--- config.mk ---
export PLATFORM = sky130hd
export DESIGN_NAME = c3x3_cell
export DESIGN_NICKNAME = d
export VERILOG_FILES = /design/src/hw/rtl/c3x3_pkg.sv /design/src/hw/rtl/c3x3_cell.sv
export SDC_FILE = /design/constraint.sdc
export NUM_CORES = 1
export LEC_CHECK = 0
export BUFFER_PORTS_ARGS = -buffer_cell sky130_fd_sc_hd__clkbuf_2
export CORE_ASPECT_RATIO = 1.75
export CORE_MARGIN = 2
export CORE_UTILIZATION = 45
export CTS_BUF_LIST = sky130_fd_sc_hd__clkbuf_8 sky130_fd_sc_hd__clkbuf_16
export CTS_CLUSTER_SIZE = 16
export DETAILED_ROUTE_END_ITERATION = 8
export GPL_TIMING_DRIVEN = 0
export PLACE_DENSITY_LB_ADDON = 0.25
export SYNTH_ARGS = -nofsm -noshare
export SYNTH_HDL_FRONTEND = slang
export SYNTH_SLANG_ARGS = --single-unit
--- constraint.sdc ---
create_clock -name clk -period 5.55 [get_ports clk]
set_input_delay 0.555 -clock clk [delete_from_list [all_inputs] [get_ports clk]]
set_output_delay 0.555 -clock clk [all_outputs]
set_load 0.02 [all_outputs]
--- src/hw/rtl/c3x3_pkg.sv ---
// ----------------------------------------------------------------------------
// c3x3_pkg
// Shared types and constants of the 3x3 interior convolution stream core.
// ----------------------------------------------------------------------------
package c3x3_pkg;

	// sizes and limits
	localparam int DEF_MAX_WIDTH  = 1024;
	localparam int DEF_MAX_HEIGHT = 1024;
	localparam int MIN_SIZE       = 3;
	localparam int CFG_SIZE_W     = 11;
	localparam int KUP_W          = 48;
	localparam int KLO_W          = 24;
	localparam int CFG_DATA_W     = 64;
	localparam int CFG_ADDR_W     = 5;

	// datapath widths
	localparam int PIX_W          = 8;
	localparam int WT_W           = 8;
	localparam int WIN_ROWS       = 3;
	localparam int WIN_COLS       = 3;
	localparam int PROD_W         = PIX_W + 1 + WT_W;
	localparam int COLSUM_W       = PROD_W + 2;
	localparam int ACC_W          = COLSUM_W + 2;
	localparam int RES_SHIFT      = 4;
	localparam int VAL_W          = 16;
	localparam int COORD_W        = 10;
	localparam int TDATA_OUT_W    = 40;

	// output queue depth
	localparam int OQ_DEPTH       = 8;

	// reset values of the registers
	localparam logic [CFG_SIZE_W-1:0] RST_WIDTH  = CFG_SIZE_W'(4);
	localparam logic [CFG_SIZE_W-1:0] RST_HEIGHT = CFG_SIZE_W'(4);
	localparam logic [KUP_W-1:0]      RST_KUP    = 48'h0204_0201_0201;
	localparam logic [KLO_W-1:0]      RST_KLO    = 24'h01_0201;

	// register map, index = paddr[4:3]
	typedef enum logic [1:0] {
		REG_WIDTH  = 2'd0,
		REG_HEIGHT = 2'd1,
		REG_KUP    = 2'd2,
		REG_KLO    = 2'd3
	} reg_idx_t;

	// one column of the window, index 0 is the top row
	typedef logic [WIN_ROWS-1:0][PIX_W-1:0] pix_col_t;
	// weights of one window column, index 0 is the top row
	typedef logic [WIN_ROWS-1:0][WT_W-1:0]  wt_col_t;

	// position info that travels with an item
	typedef struct packed {
		logic               last;
		logic [COORD_W-1:0] col;
		logic [COORD_W-1:0] row;
	} meta_t;

	// one finished result
	typedef struct packed {
		logic               last;
		logic [COORD_W-1:0] col;
		logic [COORD_W-1:0] row;
		logic [VAL_W-1:0]   value;
	} res_t;

endpackage

--- src/hw/rtl/c3x3_cell.sv ---
// ----------------------------------------------------------------------------
// c3x3_cell
// One window column: holds three pixels, hands them on to its left neighbor
// and forms the weighted column sum over two pipeline stages.
// ----------------------------------------------------------------------------
module c3x3_cell
	import c3x3_pkg::*;
(
	input  logic                       clk,
	input  logic                       arst_n,
	input  logic                       shift_en,
	input  pix_col_t                   col_in,
	input  wt_col_t                    wt,
	output pix_col_t                   col_out,
	output logic signed [COLSUM_W-1:0] col_sum_s4
);

	pix_col_t                  col_q;
	logic signed [PROD_W-1:0]  prod_s3 [WIN_ROWS];

	// column register, shifts once per item
	always_ff @(posedge clk or negedge arst_n) begin
		if (!arst_n) begin
			col_q <= '0;
		end else if (shift_en) begin
			col_q <= col_in;
		end
	end

	assign col_out = col_q;

	// unsigned pixel times signed weight, one multiplier per row
	always_ff @(posedge clk) begin
		for (int k = 0; k < WIN_ROWS; k++) begin
			prod_s3[k] <= $signed({1'b0, col_q[k]}) * $signed(wt[k]);
		end
	end

	// column sum
	always_ff @(posedge clk) begin
		col_sum_s4 <= COLSUM_W'(prod_s3[0]) + COLSUM_W'(prod_s3[1])
			+ COLSUM_W'(prod_s3[2]);
	end

endmodule

### Word level (Yosys, flattened, before mapping)

Memories as Yosys holds them, arrays and structs flattened.
Index checks and enable logic that the tools add are counted.

| word-level totals | value |
|---|---|
| logic and storage cells | 10 |
| register bits after elaboration | 43 |
| memories | 1 |
| output and inout bits | 43 |
| memory bits (writable) | 51 |
| input port bits | 51 |

Memory list:

| memory | words | bits a word | read ports | clocked after memory_dff | write ports | line | source |
|---|---|---|---|---|---|---|---|
| prod_s3 | 3 | 17 | 3 | 0 | 3 | c3x3_cell.sv:19 | `logic signed [PROD_W-1:0] prod_s3 [WIN_ROWS];` |

| cells by class | value |
|---|---|
| add/subtract/negate cells | 2 |
| multiply operators | 3 |

Operators by type and width:

| cell | number |
|---|---|
| $mul 9x8->17 | 3 |
| $add 18x17->19 | 1 |
| $add 17x17->18 | 1 |

### Depth between registers and ports, before layout

Gate-level depths: netlist of the first run.

| depth | value |
|---|---|
| depth in word-level cells | 2 |
| mapped depth | 18 |
| gate-level depth less buffers | 18 |

### Least setup slack after synthesis of the first run

OpenSTA, ideal clock, no wires.

| timing | value |
|---|---|
| path type | input-to-reg |
| start | in wt[23] in the netlist's numbering |
| end | mem prod_s3[0][49] in the netlist's numbering |
| slack | 1.186 ns |
| path buffers | 0 |
| library setup time | 0.120 ns |
| data required time | 5.430 ns |
| arrival time | 4.244 ns |
| stages on the path | 14 |
| cells stage by stage | nor2b_1 > fa_1 > fa_1 > fa_1 > inv_1 > fa_1 > inv_1 > ha_1 > o21ai_0 > nand2b_1 > a31oi_1 > nor2_1 > a221o_1 > xor2_1 |

RTL lines:

| element | line | source |
|---|---|---|
| from (decl) | c3x3_cell.sv:13 | `input wt_col_t wt,` |
| to (decl) | c3x3_cell.sv:19 |  |

==> metrics.md, run 1 <==
| Metric | Value |
|---|---|
| Power Density | `608 nW/µm²` |
| Post-CTS Hold Fix Bufs | `0` |
| Wire per inst | `15.1 µm` |
| Combinational share of power | `0.729` |
| HPWL Detailed | `17900 µm` |
| Worst path most repeated cell | `fa_1` |
| Switching share of power | `0.482` |
| Worst r2r src | `col_out[11]$_DFFE_PN0P_` |
| Die Y | `202 µm` |
| Clk slew on worst S/H paths | `80 ps` |
| WL final | `21600 µm` |
| R2R Setup Slk | `720 ps` |
| I/O pin cnt | `94` |
| Hold Crit Class | `primary input to asynchronous set/reset pin` |
| Top post-synthesis cells by area | `fa_1, ha_1, dfxtp_1` |
| FFs w/ async S/R, synth | `0.255` |
| Worst-case vdd ir drop | `0.000356 V` |
| Synthesized netlist cell count | `1026` |
| Mapped Area | `10100 µm²` |
| Antenna violations before repair | `0` |
| Global-route usage over all layers | `0.195` |
| Row Count | `72` |
| Area share of the largest cell type after synthesis | `0.255` |
| Period minus WS final | `4830 ps` |
| CTS tree | `yes` |
| Sum Neg Setup Slack | `0 ps` |
| Headroom to the max-slew limit | `0.450` |
| Hold Vio Cnt, Final | `0` |
| Layout Nets | `1455` |
| Ys flop type | `dfxtp_1` |
| R2R depth | `13` |
| Most frequent cells in the layout | `inv_1, ha_1, fa_1, and2_1, clkbuf_2` |
| Initial Util | `0.459` |
| Final setup viols | `0` |
| DRC Markers | `0` |
| Part of the cycle the worst path needs | `0.871` |
| Most common cell after layout, fill and taps aside | `inv_1` |
| Critical Path End Type | `register` |
| CTS sink count | `94` |
| Post-CTS Setup Bufs | `0` |
| Worst EP arrival | `5030 ps` |
| CORE AREA | `22100 µm²` |
| Yosys warnings | `0` |
| CP Data Required Time | `5750 ps` |
| Global-route wire length before repair | `37000 µm` |
| GPL Wtd Cong | `0.842` |
| Number of port buffers | `92` |
| Internal | `3540 µW` |
| Resize count post-CTS | `0` |
| Crit path buffers/inverters | `2` |
| Startpoint Class | `register` |
| Share of cells above drive strength 1 | `0.125` |
| Reg2reg end | `prod_s3[0][33]$_DFF_P_` |
| Ant diodes | `0` |
| Sequential-to-total area share from yosys stat | `0.198` |
| Clock buffer depth | `2` |
| Critical-path maximum fanout | `10` |
| Pins Over Slew Limit | `0` |
| Number of synthesized register bits | `94` |
| Post-DRT Antenna Nets | `0` |
| Yosys top cell by area | `fa_1` |
| Status | `finished, final reports clean` |
| Largest net degree at the start of global routing | `25` |
| Transition time of the tightest slew-check pin | `824 ps` |
| CP max-delay cell | `a2111oi_2` |
| Drt via density | `5.10` |
| Syn_nets | `1352` |
| Clock power share | `0.094` |
| Max Cap Viol | `0` |
| Final Skew | `11.0 ps` |
| Layout area overhead | `11.1%` |
| Total CTS buffers | `9` |
| CP delay by family, top | `adder cells` |
| Overall power consumption | `6830 µW` |
| Syn avg cell area | `9.87 µm²` |
| DIE AREA | `23800 µm²` |
| Die width | `117 µm` |
| Static leakage | `0.00567 µW` |
| RSZ-0062 raised after global routing | `false` |
| GR Overflow Total | `0` |
| Pre-antenna DRT Iters | `5` |
| Clock Tree Root | `clkbuf_16` |
| Critical path type | `register to register` |
| Max Fclk | `207 MHz` |
| Library cells used by synthesis | `48` |
| DRT iter0 DRCs | `277` |
| Vias | `7291` |
| Post-synth EDFFs | `0` |
| Worst-path cell chain | `and2_1 > fa_1 > fa_1 > fa_1 > inv_1 > fa_1 > inv_1 > ha_1 > o21ai_0 > a21oi_2 > o41ai_4 > mux2i_1 > a2111oi_2` |
| Worst-Skew Late Latency | `370 ps` |
| Setup crit start | `col_out[11]$_DFFE_PN0P_` |
| Slowest stage delay, CP | `590 ps` |
| Flop pwr share | `0.177` |
| H-Tree Depth | `3` |
| Vias in the first global route | `7775` |
| Psw | `3300 µW` |
-- per-layer routing --
metal	routed length [µm]	global-route usage
met3	535	0.0299
met2	12000	0.379
met5	0	0
met4	736	0.0762
met1	8240	0.209
-- cell families (layout without fill, tap and decap cells) --
family | count (synthesis) | count (layout) | synth area share
flops | 94 | 94 | 0.198
simple gates | 295 | 295 | 0.156
mux | 26 | 26 | 0.0287
fa+ha+maj | 275 | 275 | 0.436
compound gates | 115 | 115 | 0.0795
xor+xnor | 41 | 41 | 0.0355
buf+inv | 180 | 288 | 0.0667
-- layout make-up --
cell class                 instances  area (µm²)
buffer                             4        15.0
clock buffer                      10         250
clock inverter                     6        41.3
fill                            2073       10800
inverter                         176         661
multi-input combinational        752        7450
sequential                        94        2000
tap                              296         370
timing repair buffer              92         460
-- registers in the layout, summed over array words and instances, names as in the netlist --
signal      flops
col_out        24
col_sum_s4     19
prod_s3        51
-- through the flow --
step	std cells	worst slack (ps)	cell area [µm²]	utilization	hold WS (ps)
global placement	1414	403	11000	0.496	597
global route	1430	509	11200	0.510	311
CTS	1430	687	11200	0.510	290
detailed placement	1414	469	11000	0.496	594
finish	1430	715	11200	0.510	267
floorplan	1026	1190	10100	-	259
-- synthesized netlist by cell type (22+ instances only) --
master / instances
fa_1: 129
dfrtp_1: 24
xnor2_1: 34
nor2_1: 43
mux2_2: 24
inv_1: 176
ha_1: 146
a21oi_1: 30
dfxtp_1: 70
nand2_1: 62
o21ai_0: 22
and2_1: 125
-- worst max-delay path by stage --
stage | endpoint | slack (ps) | cells after the start
finish | prod_s3[0][33]$_DFF_P_ | 720 | 13
global route | prod_s3[0][33]$_DFF_P_ | 510 | 14
CTS | prod_s3[0][33]$_DFF_P_ | 690 | 13
detailed placement | prod_s3[0][33]$_DFF_P_ | 470 | 15
global placement | prod_s3[0][33]$_DFF_P_ | 400 | 15
floorplan | prod_s3[0][49]$_DFF_P_ | 1190 | 14
-- power by group through the flow --
stage	Sequential (µW)	Clock [µW]	Combinational, µW
floorplan	1260	0	3800
global placement	1230	0	4950
detailed placement	1230	0	4980
CTS	1220	661	5050
global route	1250	687	5690
finish	1210	639	4980
No activity file was read; power rests on OpenSTA's default activity.
==> run 2, diff against run 1 <==
Settings changed: ABC_CLOCK_PERIOD_IN_PS from default to 5550, CORE_UTILIZATION 45 to 40.
==> run 2 against run 1 <==
Sequential share of layout area about the same; fmax fell by 0.12%; power increased by 0.30%; non-clock buffer count did not move; via count decreased by 1.0%; utilization is 6.0 points lower; critical endpoint unchanged; largest cell class unchanged; largest power group unchanged.
==> metrics.md, run 2 (synthesized netlist as in run 1, its figures left out) <==
| Metric | Value |
|---|---|
| Sum Neg Setup Slack | `0 ps (unchanged)` |
| Power Density | `608 nW/µm² (about the same)` |
| Worst-Skew Late Latency | `370 ps (about the same)` |
| Vias | `7217 (-1.0%)` |
| CORE AREA | `25000 µm² (+13%)` |
| Psw | `3310 µW (+0.43%)` |
| WL final | `22400 µm (+3.7%)` |
| Placed instance area | `11000 µm² (+0.23%)` |
| Clock power share | `0.093 (about the same)` |
| Period minus WS final | `4840 ps (+6.04 ps)` |
| Post-CTS Hold Fix Bufs | `0 (unchanged)` |
| Total CTS buffers | `9 (unchanged)` |
| Vias in the first global route | `7712 (-0.81%)` |
| Overall power consumption | `6850 µW (+0.30%)` |
| Status | `finished, final reports clean` |
| Worst EP arrival | `5050 ps (+20 ps)` |
| GPL Wtd Cong | `0.841 (-0.14%)` |
| Pins Over Slew Limit | `0 (unchanged)` |
| Critical Path Stages | `13 (unchanged)` |
| GR Overflow Total | `0 (unchanged)` |
| CP delay by family, top | `adder cells` |
| Number of port buffers | `92 (unchanged)` |
| HPWL Detailed | `18400 µm (+2.9%)` |
| Wire per inst | `15.4 µm (+2.3%)` |
| Switching share of power | `0.483 (+0.000587)` |
| Most common cell after layout, fill and taps aside | `inv_1` |
| Flop pwr share | `0.177 (about the same)` |
| CP Data Required Time | `5760 ps (about the same)` |
| Worst path most repeated cell | `fa_1` |
| Filler cell count | `2453 (+18%)` |
| DRT iter0 DRCs | `230 (-17%)` |
| CTS sink count | `94 (unchanged)` |
| Clk slew on worst S/H paths | `80 ps (about the same)` |
| Max Cap Viol | `0 (unchanged)` |
| Layout Nets | `1455 (unchanged)` |
| Post-CTS Setup Bufs | `0 (unchanged)` |
| RSZ-0062 raised after global routing | `false` |
| DIE AREA | `26600 µm² (+12%)` |
| Global-route usage over all layers | `0.180 (-0.0151)` |
| Final Skew | `11.1 ps (+0.0339 ps)` |
| Resize count post-CTS | `0 (unchanged)` |
| Row Count | `77 (+6.9%)` |
| Final setup viols | `0 (unchanged)` |
| Layout area overhead | `11.3%` |
| Part of the cycle the worst path needs | `0.872 (+0.00109)` |
| Static leakage | `0.00568 µW (about the same)` |
| R2R depth | `13 (unchanged)` |
| Clock Tree Root | `clkbuf_16` |
| H-Tree Depth | `3 (unchanged)` |
| Slowest stage delay, CP | `570 ps (-20 ps)` |
| Final Cell Area | `11300 µm² (+0.23%)` |
| CP max-delay cell | `fa_1` |
| Hold Crit Class | `primary input to asynchronous set/reset pin` |
| Largest net degree at the start of global routing | `25 (unchanged)` |
| Global-route wire length before repair | `38200 µm (+3.2%)` |
| Post-DRT Antenna Nets | `0 (unchanged)` |
| Antenna violations before repair | `0 (unchanged)` |
| Share of cells above drive strength 1 | `0.125 (unchanged)` |
| Max Fclk | `207 MHz (-0.12%)` |
| Headroom to the max-slew limit | `0.425 (-0.0253)` |
| I/O pin cnt | `94 (unchanged)` |
| DRC Markers | `0 (unchanged)` |
| Ant diodes | `0 (unchanged)` |
| Crit path buffers/inverters | `2 (unchanged)` |
| Hold Vio Cnt, Final | `0 (unchanged)` |
| Internal | `3540 µW (+0.19%)` |
| Pre-antenna DRT Iters | `4 (-1)` |
| Top reg by flops | `prod_s3` |
| Max FFs per register | `51 (unchanged)` |
| Drt via density | `4.98 (-2.4%)` |
| Critical path type | `register to register` |
| Die width | `124 µm (+5.9%)` |
| Transition time of the tightest slew-check pin | `862 ps (+37.9 ps)` |
| Worst-case vdd ir drop | `0.000374 V (+5.1%)` |
| Most frequent cells in the layout | `inv_1, ha_1, fa_1, and2_1, clkbuf_2` |
| Combinational share of power | `0.730 (about the same)` |
| Critical-path maximum fanout | `10 (unchanged)` |
| CTS tree | `yes` |
| Startpoint Class | `register` |
| Clock buffer depth | `2 (unchanged)` |
| Initial Util | `0.404 (-0.0545)` |
| Worst-path cell chain | `and2_1 > fa_1 > fa_1 > fa_1 > inv_1 > fa_1 > inv_1 > ha_1 > o21ai_0 > a21oi_2 > o41ai_4 > mux2i_1 > a2111oi_2` |
| Die Y | `214 µm (+5.9%)` |
| Critical Path End Type | `register` |
| Post-route insts no fill | `1450 (+1.4%)` |
| Final Core Density | `0.450 (-0.0595)` |
| Placed Instances | `1434 (+1.4%)` |
==> run 2: per-stage QoR <==
| stage | hold slack (ps) | setup slack (ps) |
|---|---|---|
| detailed placement | 600 | 450 |
| floorplan | 259 | 1190 |
| global route | 339 | 435 |
| CTS | 295 | 648 |
| finish | 282 | 709 |
| global placement | 593 | 423 |
==> run 2: worst reg2reg max path: cells and delay by family, from the launching register on <==
family,cells,cell delay [ps]
AO/OA/AOI/OAI,4,1340
adder cells (fa/ha/maj),5,2300
buffers and inverters,2,90
flip-flops,1,530
multiplexers,1,160
AND/OR/NAND/NOR,1,260
==> run 2: cell type report <==
| class | instances | area (µm²) | share of cell area |
|---|---|---|---|
| plain buffers | 4 | 15.0 | 0.00133 |
| clock inverters | 6 | 42.5 | 0.00377 |
| multi-input cells | 752 | 7450 | 0.661 |
| repair buffers | 92 | 460 | 0.0408 |
| inverters | 176 | 661 | 0.0586 |
| well taps | 316 | 395 | 0.0351 |
| flip-flops and latches | 94 | 2000 | 0.178 |
| clock buffers | 10 | 250 | 0.0222 |
==> run 2: final timing paths <==
path                       slack [ps]                      end               startpoint
setup / recovery                  710   prod_s3[0][33]$_DFF_P_  col_out[11]$_DFFE_PN0P_
hold / removal                    280  col_out[12]$_DFFE_PN0P_                   arst_n
setup reg to reg                  710   prod_s3[0][33]$_DFF_P_  col_out[11]$_DFFE_PN0P_
hold reg to reg                   600    col_sum_s4[0]$_DFF_P_   prod_s3[0][17]$_DFF_P_
max in group asynchronous        4720  col_out[16]$_DFFE_PN0P_                   arst_n
min in group clk                  410   col_out[9]$_DFFE_PN0P_                col_in[9]
==> run 2: routing by layer <==
| metal | track usage | share of wire |
|---|---|---|
| met1 | 0.205 | 0.39 |
| met2 | 0.339 | 0.56 |
| met3 | 0.0297 | 0.023 |
| met4 | 0.0562 | 0.025 |
| met5 | 0 | 0 |
==> run 2: power by group through the flow <==
stage	clock network, µW	logic (µW)	registers, µW
after floorplan	0	3800	1260
after global placement	0	5000	1240
after detailed placement	0	5010	1230
after CTS	663	5080	1220
after global routing	688	5710	1250
final	640	5000	1210
