**config.mk**
```make
export PLATFORM = sky130hd
export DESIGN_NAME = c3x3_ofifo
export DESIGN_NICKNAME = d
export VERILOG_FILES = /design/src/hw/rtl/c3x3_pkg.sv /design/src/hw/rtl/c3x3_ofifo.sv
export SDC_FILE = /design/constraint.sdc
export NUM_CORES = 1
export LEC_CHECK = 0
export ABC_AREA = 1
export BUFFER_PORTS_ARGS = -buffer_cell sky130_fd_sc_hd__buf_2
export CORE_MARGIN = 2
export CORE_UTILIZATION = 25
export DETAILED_ROUTE_END_ITERATION = 6
export PLACE_DENSITY = 0.39
export SLEW_MARGIN = 0
export SYNTH_ARGS = -nofsm -noshare
export SYNTH_HDL_FRONTEND = slang
export SYNTH_SLANG_ARGS = --single-unit
```
**constraint.sdc**
```tcl
create_clock -name clk -period 2.6 [get_ports clk]
set_clock_uncertainty 0.2 [all_clocks]
set_input_delay 0.52 -clock clk [delete_from_list [all_inputs] [get_ports clk]]
set_output_delay 0.52 -clock clk [all_outputs]
set_load 0.05 [all_outputs]
```
**src/hw/rtl/c3x3_pkg.sv**
```systemverilog
// ----------------------------------------------------------------------------
// c3x3_pkg
// Shared types and constants of the 3x3 interior convolution stream core.
// ----------------------------------------------------------------------------
package c3x3_pkg;

	// sizes and limits
	localparam int DEF_MAX_WIDTH  = 1024;
	localparam int DEF_MAX_HEIGHT = 1024;
	localparam int MIN_SIZE       = 3;
	localparam int CFG_SIZE_W     = 11;
	localparam int KUP_W          = 48;
	localparam int KLO_W          = 24;
	localparam int CFG_DATA_W     = 64;
	localparam int CFG_ADDR_W     = 5;

	// datapath widths
	localparam int PIX_W          = 8;
	localparam int WT_W           = 8;
	localparam int WIN_ROWS       = 3;
	localparam int WIN_COLS       = 3;
	localparam int PROD_W         = PIX_W + 1 + WT_W;
	localparam int COLSUM_W       = PROD_W + 2;
	localparam int ACC_W          = COLSUM_W + 2;
	localparam int RES_SHIFT      = 4;
	localparam int VAL_W          = 16;
	localparam int COORD_W        = 10;
	localparam int TDATA_OUT_W    = 40;

	// output queue depth
	localparam int OQ_DEPTH       = 8;

	// reset values of the registers
	localparam logic [CFG_SIZE_W-1:0] RST_WIDTH  = CFG_SIZE_W'(4);
	localparam logic [CFG_SIZE_W-1:0] RST_HEIGHT = CFG_SIZE_W'(4);
	localparam logic [KUP_W-1:0]      RST_KUP    = 48'h0204_0201_0201;
	localparam logic [KLO_W-1:0]      RST_KLO    = 24'h01_0201;

	// register map, index = paddr[4:3]
	typedef enum logic [1:0] {
		REG_WIDTH  = 2'd0,
		REG_HEIGHT = 2'd1,
		REG_KUP    = 2'd2,
		REG_KLO    = 2'd3
	} reg_idx_t;

	// one column of the window, index 0 is the top row
	typedef logic [WIN_ROWS-1:0][PIX_W-1:0] pix_col_t;
	// weights of one window column, index 0 is the top row
	typedef logic [WIN_ROWS-1:0][WT_W-1:0]  wt_col_t;

	// position info that travels with an item
	typedef struct packed {
		logic               last;
		logic [COORD_W-1:0] col;
		logic [COORD_W-1:0] row;
	} meta_t;

	// one finished result
	typedef struct packed {
		logic               last;
		logic [COORD_W-1:0] col;
		logic [COORD_W-1:0] row;
		logic [VAL_W-1:0]   value;
	} res_t;

endpackage

```
**src/hw/rtl/c3x3_ofifo.sv**
```systemverilog
// ----------------------------------------------------------------------------
// c3x3_ofifo
// Small output queue that decouples the result pipeline from the
// downstream handshake.
// ----------------------------------------------------------------------------
module c3x3_ofifo
	import c3x3_pkg::*;
#(
	parameter int DEPTH = OQ_DEPTH,
	localparam int PW   = $clog2(DEPTH),
	localparam int CW   = $clog2(DEPTH + 1)
) (
	input  logic          clk,
	input  logic          arst_n,
	input  logic          push,
	input  res_t          push_data,
	output logic          out_valid,
	input  logic          out_ready,
	output res_t          out_data,
	output logic [CW-1:0] count
);

	res_t          buf_q [DEPTH];
	logic [PW-1:0] wr_ptr_q;
	logic [PW-1:0] rd_ptr_q;
	logic [CW-1:0] count_q;
	logic          pop;

	assign pop       = out_valid && out_ready;
	assign out_valid = (count_q != '0);
	assign out_data  = buf_q[rd_ptr_q];
	assign count     = count_q;

	// storage
	always_ff @(posedge clk) begin
		if (push) begin
			buf_q[wr_ptr_q] <= push_data;
		end
	end

	// pointers and fill count
	always_ff @(posedge clk or negedge arst_n) begin
		if (!arst_n) begin
			wr_ptr_q <= '0;
			rd_ptr_q <= '0;
			count_q  <= '0;
		end else begin
			if (push) begin
				wr_ptr_q <= (wr_ptr_q == PW'(DEPTH - 1)) ? '0 : wr_ptr_q + 1'b1;
			end
			if (pop) begin
				rd_ptr_q <= (rd_ptr_q == PW'(DEPTH - 1)) ? '0 : rd_ptr_q + 1'b1;
			end
			if (push && !pop) begin
				count_q <= count_q + 1'b1;
			end else if (pop && !push) begin
				count_q <= count_q - 1'b1;
			end
		end
	end

endmodule

```
-- Yosys cells after proc, flatten, opt, wreduce, memory -nomap -nowiden
Memory sizes are Yosys's and may differ from the RTL's.
Index checks and enable logic that the tools add are counted.
- bits of input ports: 41
- output and inout port bits: 42
- word-level logic and storage cells: 23
- RAM bits: 296
- flip-flop bits (word level): 10
- memories kept: 1
- memories (name ; depth ; width ; rd ports ; clocked after memory_dff ; write ports ; line ; source):
    buf_q ; 8 ; 37 ; 1 ; 0 ; 1 ; c3x3_ofifo.sv:23 ; res_t buf_q [DEPTH];
- equality and inequality tests: 2
- mux-type cells: 6
- reduce and logical (&&, ||, !) cells: 7
- add/subtract/negate cells: 4
- operator list (kind ; count):
    $mux W4 ; 2
    $add A3 B1 Y3 const B ; 2
    $eq A3 B3 Y1 const B ; 2
    $mux W3 ; 2
    $add A4 B1 Y4 const B ; 1
    $reduce_bool A4 Y1 ; 1
    $sub A4 B1 Y4 const B ; 1
    $logic_and A1 B1 Y1 ; 3
    $logic_not A1 Y1 ; 2
    $mux W1 ; 2
    $reduce_bool A2 Y1 ; 1

-- Logic depth before layout (Yosys ltp)
Gate-level depths: netlist of the first run.
- depth after elaboration: 5
- depth in mapped cells: 12
- mapped depth without buffers: 12

-- Worst setup path after synthesis of the first run
No wires, ideal clock.
- kind: in2reg
- start: in push
- end: mem buf_q[1][0] (netlist bit), enable pin
- stages on the path: 2
- buffers on the path: 0
- library setup time: 0.431 ns
- data required time: 1.969 ns
- arrival: 2.191 ns
- setup slack: -0.223 ns
- cell sequence: nand2_1 -> nor2_1
- cells in the longest elaborated chain, start to end: 2
- ends and longest elaborated chain (element ; line ; source):
    start: declaration ; c3x3_ofifo.sv:15 ; input logic push,
    $mux W1 ; c3x3_ofifo.sv:36 ; if (push) begin
    $mux W1 (not written as such) ; c3x3_ofifo.sv:37 ; buf_q[wr_ptr_q] <= push_data;
    end: declaration ; c3x3_ofifo.sv:23 ;
No other way between the ends.

==> results of run 1 <==
==> per-stage QoR <==
| stage | total power [uW] | hold WS [ps] |
|---|---|---|
| 4_1_cts | 21300 | 28.0 |
| 3_3_place_gp | 14300 | 209 |
| 2_1_floorplan | 12000 | 24.4 |
| 3_5_place_dp | 14300 | 211 |
| 6_report | 22000 | 56.0 |
| 5_1_grt | 23400 | 49.6 |
==> logic make-up (layout without fill, tap and decap cells) <==
kind of cell	count (synthesis)	after routing	synth area share [%]
AOI/OAI and AO/OA	7	7	0.263
xor gates and xnor gates	2	2	0.132
adders and majority gates	8	8	0.809
buffers and inverters	216	369	6.87
DFF	306	306	68.7
and+or+nand+nor	820	820	23.2
==> registers in the layout (all words and copies together), names as in the netlist <==
name      cells
rd_ptr_q      3
buf_q       296
count         4
wr_ptr_q      3
==> routing by layer <==
layer / routed length (um) / vias to the layer above / GRT usage [%]
met5: 38 / - / 0
met4: 690 / 6 / 3.99
met3: 1460 / 50 / 2.70
met2: 17200 / 125 / 20.4
met1: 17100 / 4195 / 17.0
li1: - / 4489 / -
==> report_power, final <==
group          switching [uW]  internal, uW  total [uW]  leakage, uW
clock                    2050          3140        5190     0.000587
sequential                240          6060        6300      0.00280
combinational            6530          3970       10500      0.00382
total                    8820         13200       22000      0.00721
==> layout make-up <==
| class | instances | area share (%) |
|---|---|---|
| Tap cell | 688 | 4.97 |
| Sequential cell | 306 | 52.8 |
| Inverter | 159 | 3.52 |
| Clock inverter | 18 | 1.11 |
| Clock buffer | 49 | 5.85 |
| Timing Repair Buffer | 143 | 10.8 |
| Multi-Input combinational cell | 837 | 21.0 |
==> repair_timing <==
action / in CTS / in global routing
endpoints found under the setup margin: 37 / 37
setup buffers: 8 / 1
hold buffers: 1 / 0
gates resized for setup: 123 / 106
gates cloned: 7 / 13
hold endpoints to repair: 10 / 0
pin swaps: 10 / 14
==> placed cells by master, fill, tap and decap left out, types with 2 or more instances in the layout <==
cell type	instances
ha_1	7
nor2_1	241
inv_1	157
nand2_2	33
nor2_2	43
dfrtp_2	3
clkinv_2	5
buf_2	45
o21ai_0	6
nand2_1	471
dfrtp_1	5
buf_8	17
buf_16	16
nand3_1	5
edfxtp_1	296
clkbuf_16	47
dfrtp_4	2
clkinv_1	6
xnor2_1	2
nor2_4	24
buf_6	26
bufinv_16	4
clkbuf_1	10
buf_4	12
nand2_4	2
buf_12	18
==> Yosys cell counts, drive strengths merged <==
master | instances | area (um2)
or2 | 1 | 6.26
clkbuf | 9 | 33.8
fa | 1 | 20.0
nand2 | 506 | 1900
xnor2 | 2 | 17.5
nor2 | 308 | 1160
edfxtp | 296 | 8890
dfrtp | 10 | 250
o21ai | 6 | 30.0
ha | 7 | 87.6
a21oi | 1 | 5.00
nand3 | 5 | 25.0
buf | 48 | 283
inv | 159 | 597
==> worst register-to-register path, delay by kind of cell (launching register included) <==
| kind | cells | cell delay [ps] |
|---|---|---|
| flops | 1 | 420 |
| fa+ha+maj | 2 | 520 |
| simple gates | 8 | 950 |
| buf+inv | 1 | 100 |
==> path summary, 6_finish.rpt <==
| check | start | endpoint | slack, ps |
|---|---|---|---|
| max | rd_ptr_q[0] | out_data[14] | -160 |
| min | push_data[8] | buf_q[4][8] | 60 |
| max reg2reg | count[3] | count[3] | 310 |
| min reg2reg | count[0] | count[0] | 330 |
| max in group asynchronous | arst_n | rd_ptr_q[1] | 1780 |
| min in group asynchronous | arst_n | count[2] | 190 |
==> results.sh, run 1 <==
export IMPL_routabilityCongestion=0.695
export IMPL_wirelength_mm=36.5
export IMPL_dp_cells=2103
export IMPL_worst_slew_pin_slew_ps=413
export IMPL_max_freq_mhz=363
export IMPL_clock_root_buffer="clkbuf_16"
export IMPL_crit_slowest_cell="dfrtp_4"
export IMPL_grt_pass1_wl_mm=52.7
export IMPL_crit_cells=9
export IMPL_yosys_cell_types_count=17
export IMPL_io_buffers=82
export IMPL_vias=8865
export IMPL_syn_inst=1359
export IMPL_wl_per_cell_um=16.6
export IMPL_synth_seq_cells=306
export IMPL_fin_crit_ps=2760
export IMPL_insertion_delay_ps=530
export IMPL_ir_drop_mv=0.607
export IMPL_rows=84
export IMPL_slowest_delay_ps=540
export IMPL_fin_tns_setup_ps=-3860
export IMPL_rsz0062_at_grt="true"
export IMPL_layout_nets=1534
export IMPL_syn_area_per_cell_um2=9.79
export IMPL_ys_warn_count=0
export IMPL_fillCellCount=5311
export IMPL_crit_family="flip-flops"
export IMPL_synthToLayoutAreaGrowth_pct=30.3
export IMPL_grt_max_degree=44
export IMPL_critPathKind="reg -> out"
export IMPL_multi_input_area_um2=3630
export IMPL_final_max_slew_viol_count=0
export IMPL_cp_end_kind="output port"
export IMPL_path_buf_inv=3
export IMPL_clock_sinks=306
export IMPL_clockBufferDepth=3
export IMPL_r2r_cells=11
export IMPL_final_core_util_pct=33.0
export IMPL_post_drt_via_cell_ratio=4.03
export IMPL_crit_arrival_ps=2040
export IMPL_critPathRequiredTime_ps=1880
export IMPL_grt_usage_pct=12.7
export IMPL_worst_slack_ps=-158
export IMPL_min_path_cells=1
export IMPL_die_area_um2=55100
export IMPL_dp_hpwl_mm=17.8
export IMPL_stdcell_area_um2=17300
export IMPL_crit_chain="buf_12, clkbuf_16, nor2_1, nor2_1, nand2_1, nand2_1, nand2_1, nand2_2, buf_8"
export IMPL_dr_pass1_iters=5
export IMPL_antenna_found_initial=3
export IMPL_final_cells=2200
export IMPL_core_area_um2=52600
export IMPL_power_leakage_uw=0.00721
export IMPL_status="complete, but fails checks"
export IMPL_diodes=0
export IMPL_worstPathMaxFanout=10
export IMPL_syn_num_nets=1408
export IMPL_cts_buffers=38
export IMPL_synth_area_um2=13300
export IMPL_gr_total_overflow=0
export IMPL_drive_above_1_share_pct=20.0
export IMPL_yosysSeqAreaShare_pct=68.7
export IMPL_path_common_cell="nand2_1"
export IMPL_start_kind="register"
export IMPL_slew_headroom_pct=72.4
export IMPL_grt_pass1_vias=8344
export IMPL_setup_viol=37
export IMPL_clkSlewWorstSetupHoldPaths_ps=60
export IMPL_placed_area_um2=14800
export IMPL_min_path_type="in -> reg"
export IMPL_antenna_left=0
export IMPL_die_y_um=235
export IMPL_hold_viol_final=0
export IMPL_seq_area_um2=9150
export IMPL_cts_max_level=2
export IMPL_maxCapViolations=0
export IMPL_power_density_nw_per_um2=1270
export IMPL_period_share_pct=106
export IMPL_drt_iter0_markers=379
export IMPL_start_util_pct=25.3
export IMPL_place_ws_ps=189
export IMPL_pin_count=83
export IMPL_drc_errors=0
export IMPL_violations="negative setup slack"
export IMPL_die_w_um=235
export IMPL_cts_tree="done"
Power figures use the tool's default switching activity.
==> run 2, diff against run 1 <==
==> constraint.sdc (replaced) <==
create_clock -name clk -period 2.6 [get_ports clk]
set_clock_uncertainty 0.2 [all_clocks]
set_input_delay 0.39 -clock clk [delete_from_list [all_inputs] [get_ports clk]]
set_output_delay 0.39 -clock clk [all_outputs]
set_load 0.05 [all_outputs]
==> run 2 against run 1 <==
  * The flow still finishes with violations (negative setup slack)
  * Fmax increased by 2.6%
  * Cell count rose by 0.77%
  * Worst setup slack better by 70 ps
  * Sequential share of layout area grew 0.54 points
  * Final area down 1.0%
  * Critical path type unchanged
  * Largest power group unchanged
==> results.sh, run 2 (synthesis gave the netlist of run 1 again) <==
export IMPL_status="complete, but fails checks"
export IMPL_violations="negative setup slack"
export IMPL_critPathRequiredTime_ps=2010
export IMPL_r2r_cells=11
export IMPL_clockBufferDepth=3
export IMPL_place_ws_ps=348
export IMPL_drive_above_1_share_pct=15.8
export IMPL_mostFrequentLayoutCell="nand2_1"
export IMPL_antenna_left=0
export IMPL_slew_headroom_pct=68.6
export IMPL_dr_pass1_iters=6
export IMPL_crit_slowest_cell="dfrtp_4"
export IMPL_rows=84
export IMPL_fin_crit_ps=2690
export IMPL_drt_iter0_markers=458
export IMPL_worst_slew_pin_slew_ps=470
export IMPL_drc_errors=0
export IMPL_min_path_type="in -> async"
export IMPL_layout_nets=1559
export IMPL_maxCapViolations=0
export IMPL_wirelength_mm=36.5
export IMPL_fin_tns_setup_ps=-565
export IMPL_clkSlewWorstSetupHoldPaths_ps=60
export IMPL_ir_drop_mv=0.801
export IMPL_period_share_pct=103
export IMPL_rsz0062_at_grt="true"
export IMPL_clock_root_buffer="clkbuf_16"
export IMPL_cts_max_level=2
export IMPL_core_area_um2=52600
export IMPL_clock_sinks=306
export IMPL_wl_per_cell_um=16.5
export IMPL_cp_end_kind="output port"
export IMPL_timing_rr_end="count[3]"
export IMPL_grt_pass1_vias=8655
export IMPL_slowest_delay_ps=550
export IMPL_die_y_um=235
export IMPL_post_drt_via_cell_ratio=3.97
export IMPL_largest_register_ffs=296
export IMPL_cts_tree="done"
export IMPL_critPathKind="reg -> out"
export IMPL_die_area_um2=55100
export IMPL_gr_total_overflow=0
export IMPL_final_max_slew_viol_count=0
export IMPL_insertion_delay_ps=530
export IMPL_dp_hpwl_mm=17.5
export IMPL_worstSetupStartpoint="rd_ptr_q[0]"
export IMPL_power_density_nw_per_um2=1220
export IMPL_fillCellCount=5357
export IMPL_setup_viol=12
export IMPL_start_kind="register"
export IMPL_vias=8804
export IMPL_grt_max_degree=85
export IMPL_crit_chain="buf_12, buf_12, buf_16, nor2_4, nor2_1, nand2_1, nand2_1, nand2_1, nand2_2, buf_8"
export IMPL_cts_buffers=37
export IMPL_reg2reg_slack_ps=350
export IMPL_antenna_found_initial=1
export IMPL_worst_slack_ps=-87.7
export IMPL_path_common_cell="nand2_1"
export IMPL_grt_usage_pct=12.7
export IMPL_max_freq_mhz=372
export IMPL_reg2reg_from="count[0]"
export IMPL_final_cell_mix="461 x nand2_1, 296 x edfxtp_1, 287 x nor2_1, 157 x inv_1, 45 x buf_2"
export IMPL_grt_pass1_wl_mm=53.5
export IMPL_pin_count=83
export IMPL_placed_area_um2=14800
export IMPL_start_util_pct=25.3
export IMPL_io_buffers=82
export IMPL_routabilityCongestion=0.718
export IMPL_synthToLayoutAreaGrowth_pct=29.0
export IMPL_crit_arrival_ps=2100
export IMPL_regMostFlops="buf_q"
export IMPL_hold_viol_final=0
export IMPL_die_w_um=235
export IMPL_power_leakage_uw=0.00716
export IMPL_stdcell_area_um2=17200
export IMPL_worstPathMaxFanout=8
-- run 2: cell types whose count changed in the layout (fill, tap and decap cells not counted), moves of 2 or more --
cell | previous run | this run
nand2_1 | 471 | 461
nor2_4 | 24 | 13
nor2_2 | 43 | 8
clkinv_2 | 5 | 1
dlygate4sd3_1 | 1 | 40
nor2_1 | 241 | 287
bufinv_16 | 4 | 0
buf_16 | 16 | 11
buf_4 | 12 | 5
clkbuf_16 | 47 | 42
nand2_2 | 33 | 43
buf_12 | 18 | 20
-- run 2: stage by stage --
| step | utilization [%] | cells | hold WS (ps) | power, uW |
|---|---|---|---|---|
| floorplan | - | 1359 | -106 | 12000 |
| global route | 32.6 | 2216 | 43.0 | 22200 |
| finish | 32.6 | 2217 | 58.3 | 20900 |
| CTS | 31.8 | 2205 | 22.4 | 20300 |
| detailed placement | 28.1 | 2097 | 80.1 | 14300 |
| global placement | 28.1 | 2097 | 80.4 | 14300 |
-- run 2: layer usage --
layer | track usage, % | vias up | share of wire [%]
met5 | 0 | - | 0.036
met4 | 3.24 | 2 | 1.9
met3 | 2.98 | 48 | 3.8
met2 | 20.6 | 126 | 47
met1 | 17.1 | 4103 | 47
li1 | - | 4525 | -
-- run 2: layout make-up --
class | instances | area [um2] | area share [%]
sequential | 306 | 9150 | 53.3
multi-input combinational | 837 | 3490 | 20.3
timing repair buffer | 169 | 2040 | 11.9
clock buffer | 47 | 963 | 5.62
tap | 688 | 861 | 5.02
inverter | 159 | 602 | 3.51
clock inverter | 10 | 47.5 | 0.277
antenna | 1 | 2.50 | 0.0146
-- run 2: worst max-delay path by stage --
stage | cells past startpoint | slack [ps] | end
after floorplan | 3 | -160 | buf_q[2][0]
after global placement | 8 | 410 | out_data[34]
after detailed placement | 11 | 350 | count[3]
after CTS | 8 | -130 | out_data[26]
after global routing | 10 | -190 | out_data[4]
final | 10 | -90 | out_data[4]
-- run 2: critical path, delay by kind of cell (launching register included) --
family / cells / cell delay, ps
simple gates: 6 / 360
flops: 1 / 550
buf+inv: 4 / 630
-- run 2: power by group --
| part | internal [uW] | leakage [uW] | total [uW] | switching, uW |
|---|---|---|---|---|
| registers | 6050 | 0.00280 | 6290 | 237 |
| clock network | 2590 | 0.000487 | 4550 | 1970 |
| logic | 3650 | 0.00386 | 10000 | 6390 |
| total | 12300 | 0.00716 | 20900 | 8590 |
-- run 2: timing repair --
action / in CTS / in global routing
buffers inserted: 4 / 1
cloned: 7 / 10
endpoints found under the setup margin: 37 / 37
pin swaps: 19 / 25
endpoints found under the hold margin: 310 / 0
hold buffers: 40 / 0
gates resized for setup: 103 / 80
==> run 3, diff against run 2 <==
--- a/config.mk
+++ b/config.mk
@@ -10,7 +10,7 @@
 export CORE_MARGIN = 2
 export CORE_UTILIZATION = 25
 export DETAILED_ROUTE_END_ITERATION = 6
-export PLACE_DENSITY = 0.39
+export PLACE_DENSITY = 0.38
 export SLEW_MARGIN = 0
 export SYNTH_ARGS = -nofsm -noshare
 export SYNTH_HDL_FRONTEND = slang
==> constraint.sdc (replaced) <==
create_clock -name clk -period 2.5 [get_ports clk]
set_clock_uncertainty 0.2 [all_clocks]
set_input_delay 0.375 -clock clk [delete_from_list [all_inputs] [get_ports clk]]
set_output_delay 0.375 -clock clk [all_outputs]
set_load 0.05 [all_outputs]
==> run 3 against run 2 <==
  * The run still ends with negative setup slack left
  * Combinational power increased by 8%
  * Global-route usage decreased by 0.29 points
  * Worst setup slack got worse by 41 ps
  * Cell count increased by 1.1%
  * Largest cell class unchanged
  * Register-to-register slack got worse by 20 ps
  * Wire length decreased by 2.6%
==> results.sh, run 3 (synthesis gave the netlist of run 1 again) <==
export IMPL_synthToLayoutAreaGrowth_pct=32.9
export IMPL_grt_pass1_vias=8671
export IMPL_mostFrequentLayoutCell="nand2_1"
export IMPL_die_area_um2=55100
export IMPL_r2r_cells=11
export IMPL_fillCellCount=5338
export IMPL_drc_errors=0
export IMPL_power_density_nw_per_um2=1280
export IMPL_grt_pass1_wl_mm=52.3
export IMPL_clockBufferDepth=3
export IMPL_maxCapViolations=0
export IMPL_cts_max_level=2
export IMPL_power_leakage_uw=0.00736
export IMPL_violations="negative setup slack"
export IMPL_grt_usage_pct=12.4
export IMPL_regMostFlops="buf_q"
export IMPL_grt_max_degree=41
export IMPL_drive_above_1_share_pct=18.7
export IMPL_critPathKind="reg -> out"
export IMPL_reg2reg_from="count[0]"
export IMPL_slew_headroom_pct=73.3
export IMPL_diodes=0
export IMPL_rsz0062_at_grt="true"
export IMPL_worst_slew_pin_slew_ps=399
export IMPL_wirelength_mm=35.6
export IMPL_drt_iter0_markers=341
export IMPL_gr_total_overflow=0
export IMPL_max_freq_mhz=380
export IMPL_pin_count=83
export IMPL_routabilityCongestion=0.698
export IMPL_wl_per_cell_um=15.9
export IMPL_cts_tree="done"
export IMPL_worstPathMaxFanout=6
export IMPL_insertion_delay_ps=540
export IMPL_status="complete, but fails checks"
export IMPL_dr_pass1_iters=4
export IMPL_vias=8940
export IMPL_worst_slack_ps=-128
export IMPL_antenna_left=0
export IMPL_period_share_pct=105
export IMPL_timing_rr_end="count[3]"
export IMPL_reg2reg_slack_ps=330
export IMPL_die_y_um=235
export IMPL_final_cell_mix="483 x nand2_1, 296 x edfxtp_1, 237 x nor2_1, 157 x inv_1, 52 x clkbuf_16"
export IMPL_ir_drop_mv=0.720
export IMPL_dp_hpwl_mm=18.1
export IMPL_largest_register_ffs=296
export IMPL_core_area_um2=52600
export IMPL_clkSlewWorstSetupHoldPaths_ps=50
export IMPL_clock_root_buffer="clkbuf_16"
export IMPL_start_util_pct=25.3
export IMPL_min_path_type="in -> async"
export IMPL_hold_viol_final=0
export IMPL_place_ws_ps=266
export IMPL_layout_nets=1572
export IMPL_fin_crit_ps=2630
export IMPL_cp_end_kind="output port"
export IMPL_fin_total_pwr_uw=22600
export IMPL_cts_buffers=38
export IMPL_start_kind="register"
export IMPL_io_buffers=82
export IMPL_post_drt_via_cell_ratio=3.99
export IMPL_critPathRequiredTime_ps=1920
export IMPL_final_max_slew_viol_count=0
export IMPL_die_w_um=235
export IMPL_antenna_found_initial=2
export IMPL_setup_viol=34
export IMPL_clock_sinks=306
export IMPL_crit_arrival_ps=2050
export IMPL_rows=84
-- run 3: cell types whose count changed in the layout (fill, tap and decap cells not counted), sizes merged --
| cell | previous run | this run |
|---|---|---|
| bufinv | 0 | 2 |
| clkbuf | 52 | 70 |
| buf | 124 | 129 |
| bufbuf | 0 | 1 |
| diode | 1 | 0 |
| clkinvlp | 1 | 0 |
-- run 3: how the worst max path moves through the flow --
stage                 from      endpoint  depth (start not counted)
6_report       rd_ptr_q[0]  out_data[34]                          9
4_1_cts        rd_ptr_q[0]  out_data[30]                         10
5_1_grt        rd_ptr_q[0]  out_data[21]                         10
3_5_place_dp   rd_ptr_q[0]  out_data[24]                          9
2_1_floorplan  wr_ptr_q[0]   buf_q[2][0]                          3
3_3_place_gp   rd_ptr_q[0]  out_data[28]                          9
-- run 3: power breakdown --
group	leakage [uW]	switching (uW)	internal (uW)	total, uW
combinational	0.00397	6680	4110	10800
clock	0.000584	2060	3240	5300
sequential	0.00280	252	6300	6550
total	0.00736	8990	13600	22600
-- run 3: layout make-up --
type / instances / area, um2 / area share (%)
clock buffers: 59 / 1100 / 6.24
clock inverters: 11 / 98.8 / 0.559
inverters: 159 / 604 / 3.42
multi-input cells: 837 / 3620 / 20.5
flip-flops and latches: 306 / 9150 / 51.8
well taps: 688 / 861 / 4.87
repair buffers: 181 / 2240 / 12.7
-- run 3: repair_timing --
item / 4_1_cts / 5_1_grt
setup buffers: 8 / 1
hold endpoints to repair: 310 / 0
gates cloned: 6 / 11
setup endpoints to repair: 37 / 37
gates resized for setup: 144 / 86
pin swaps: 9 / 29
hold buffers: 40 / 0
-- run 3: critical path, stage by stage (launching register included) --
cell	delay, ps
dfrtp_4	500
buf_6	150
bufbuf_16	270
nor2_4	90
nor2_1	40
nand2_1	50
nand2_1	50
nand2_1	60
nand2_2	120
buf_8	180
-- run 3: per-layer routing --
layer / GRT usage [%] / wire [um]
met1: 16.8 / 17100
met2: 20.2 / 16600
met3: 2.87 / 1350
met4: 2.97 / 444
met5: 0 / 30
-- run 3: metrics by stage --
stage	TNS [ps]	cells	instance area, um2	hold WS (ps)	utilization [%]
3_5_place_dp	0	2108	14800	68.2	28.3
6_report	-1840	2241	17700	38.3	33.6
2_1_floorplan	-28700	1359	13300	-121	-
4_1_cts	-3660	2231	17100	6.59	32.6
3_3_place_gp	0	2108	14800	71.8	28.3
5_1_grt	-6470	2241	17700	40.0	33.6
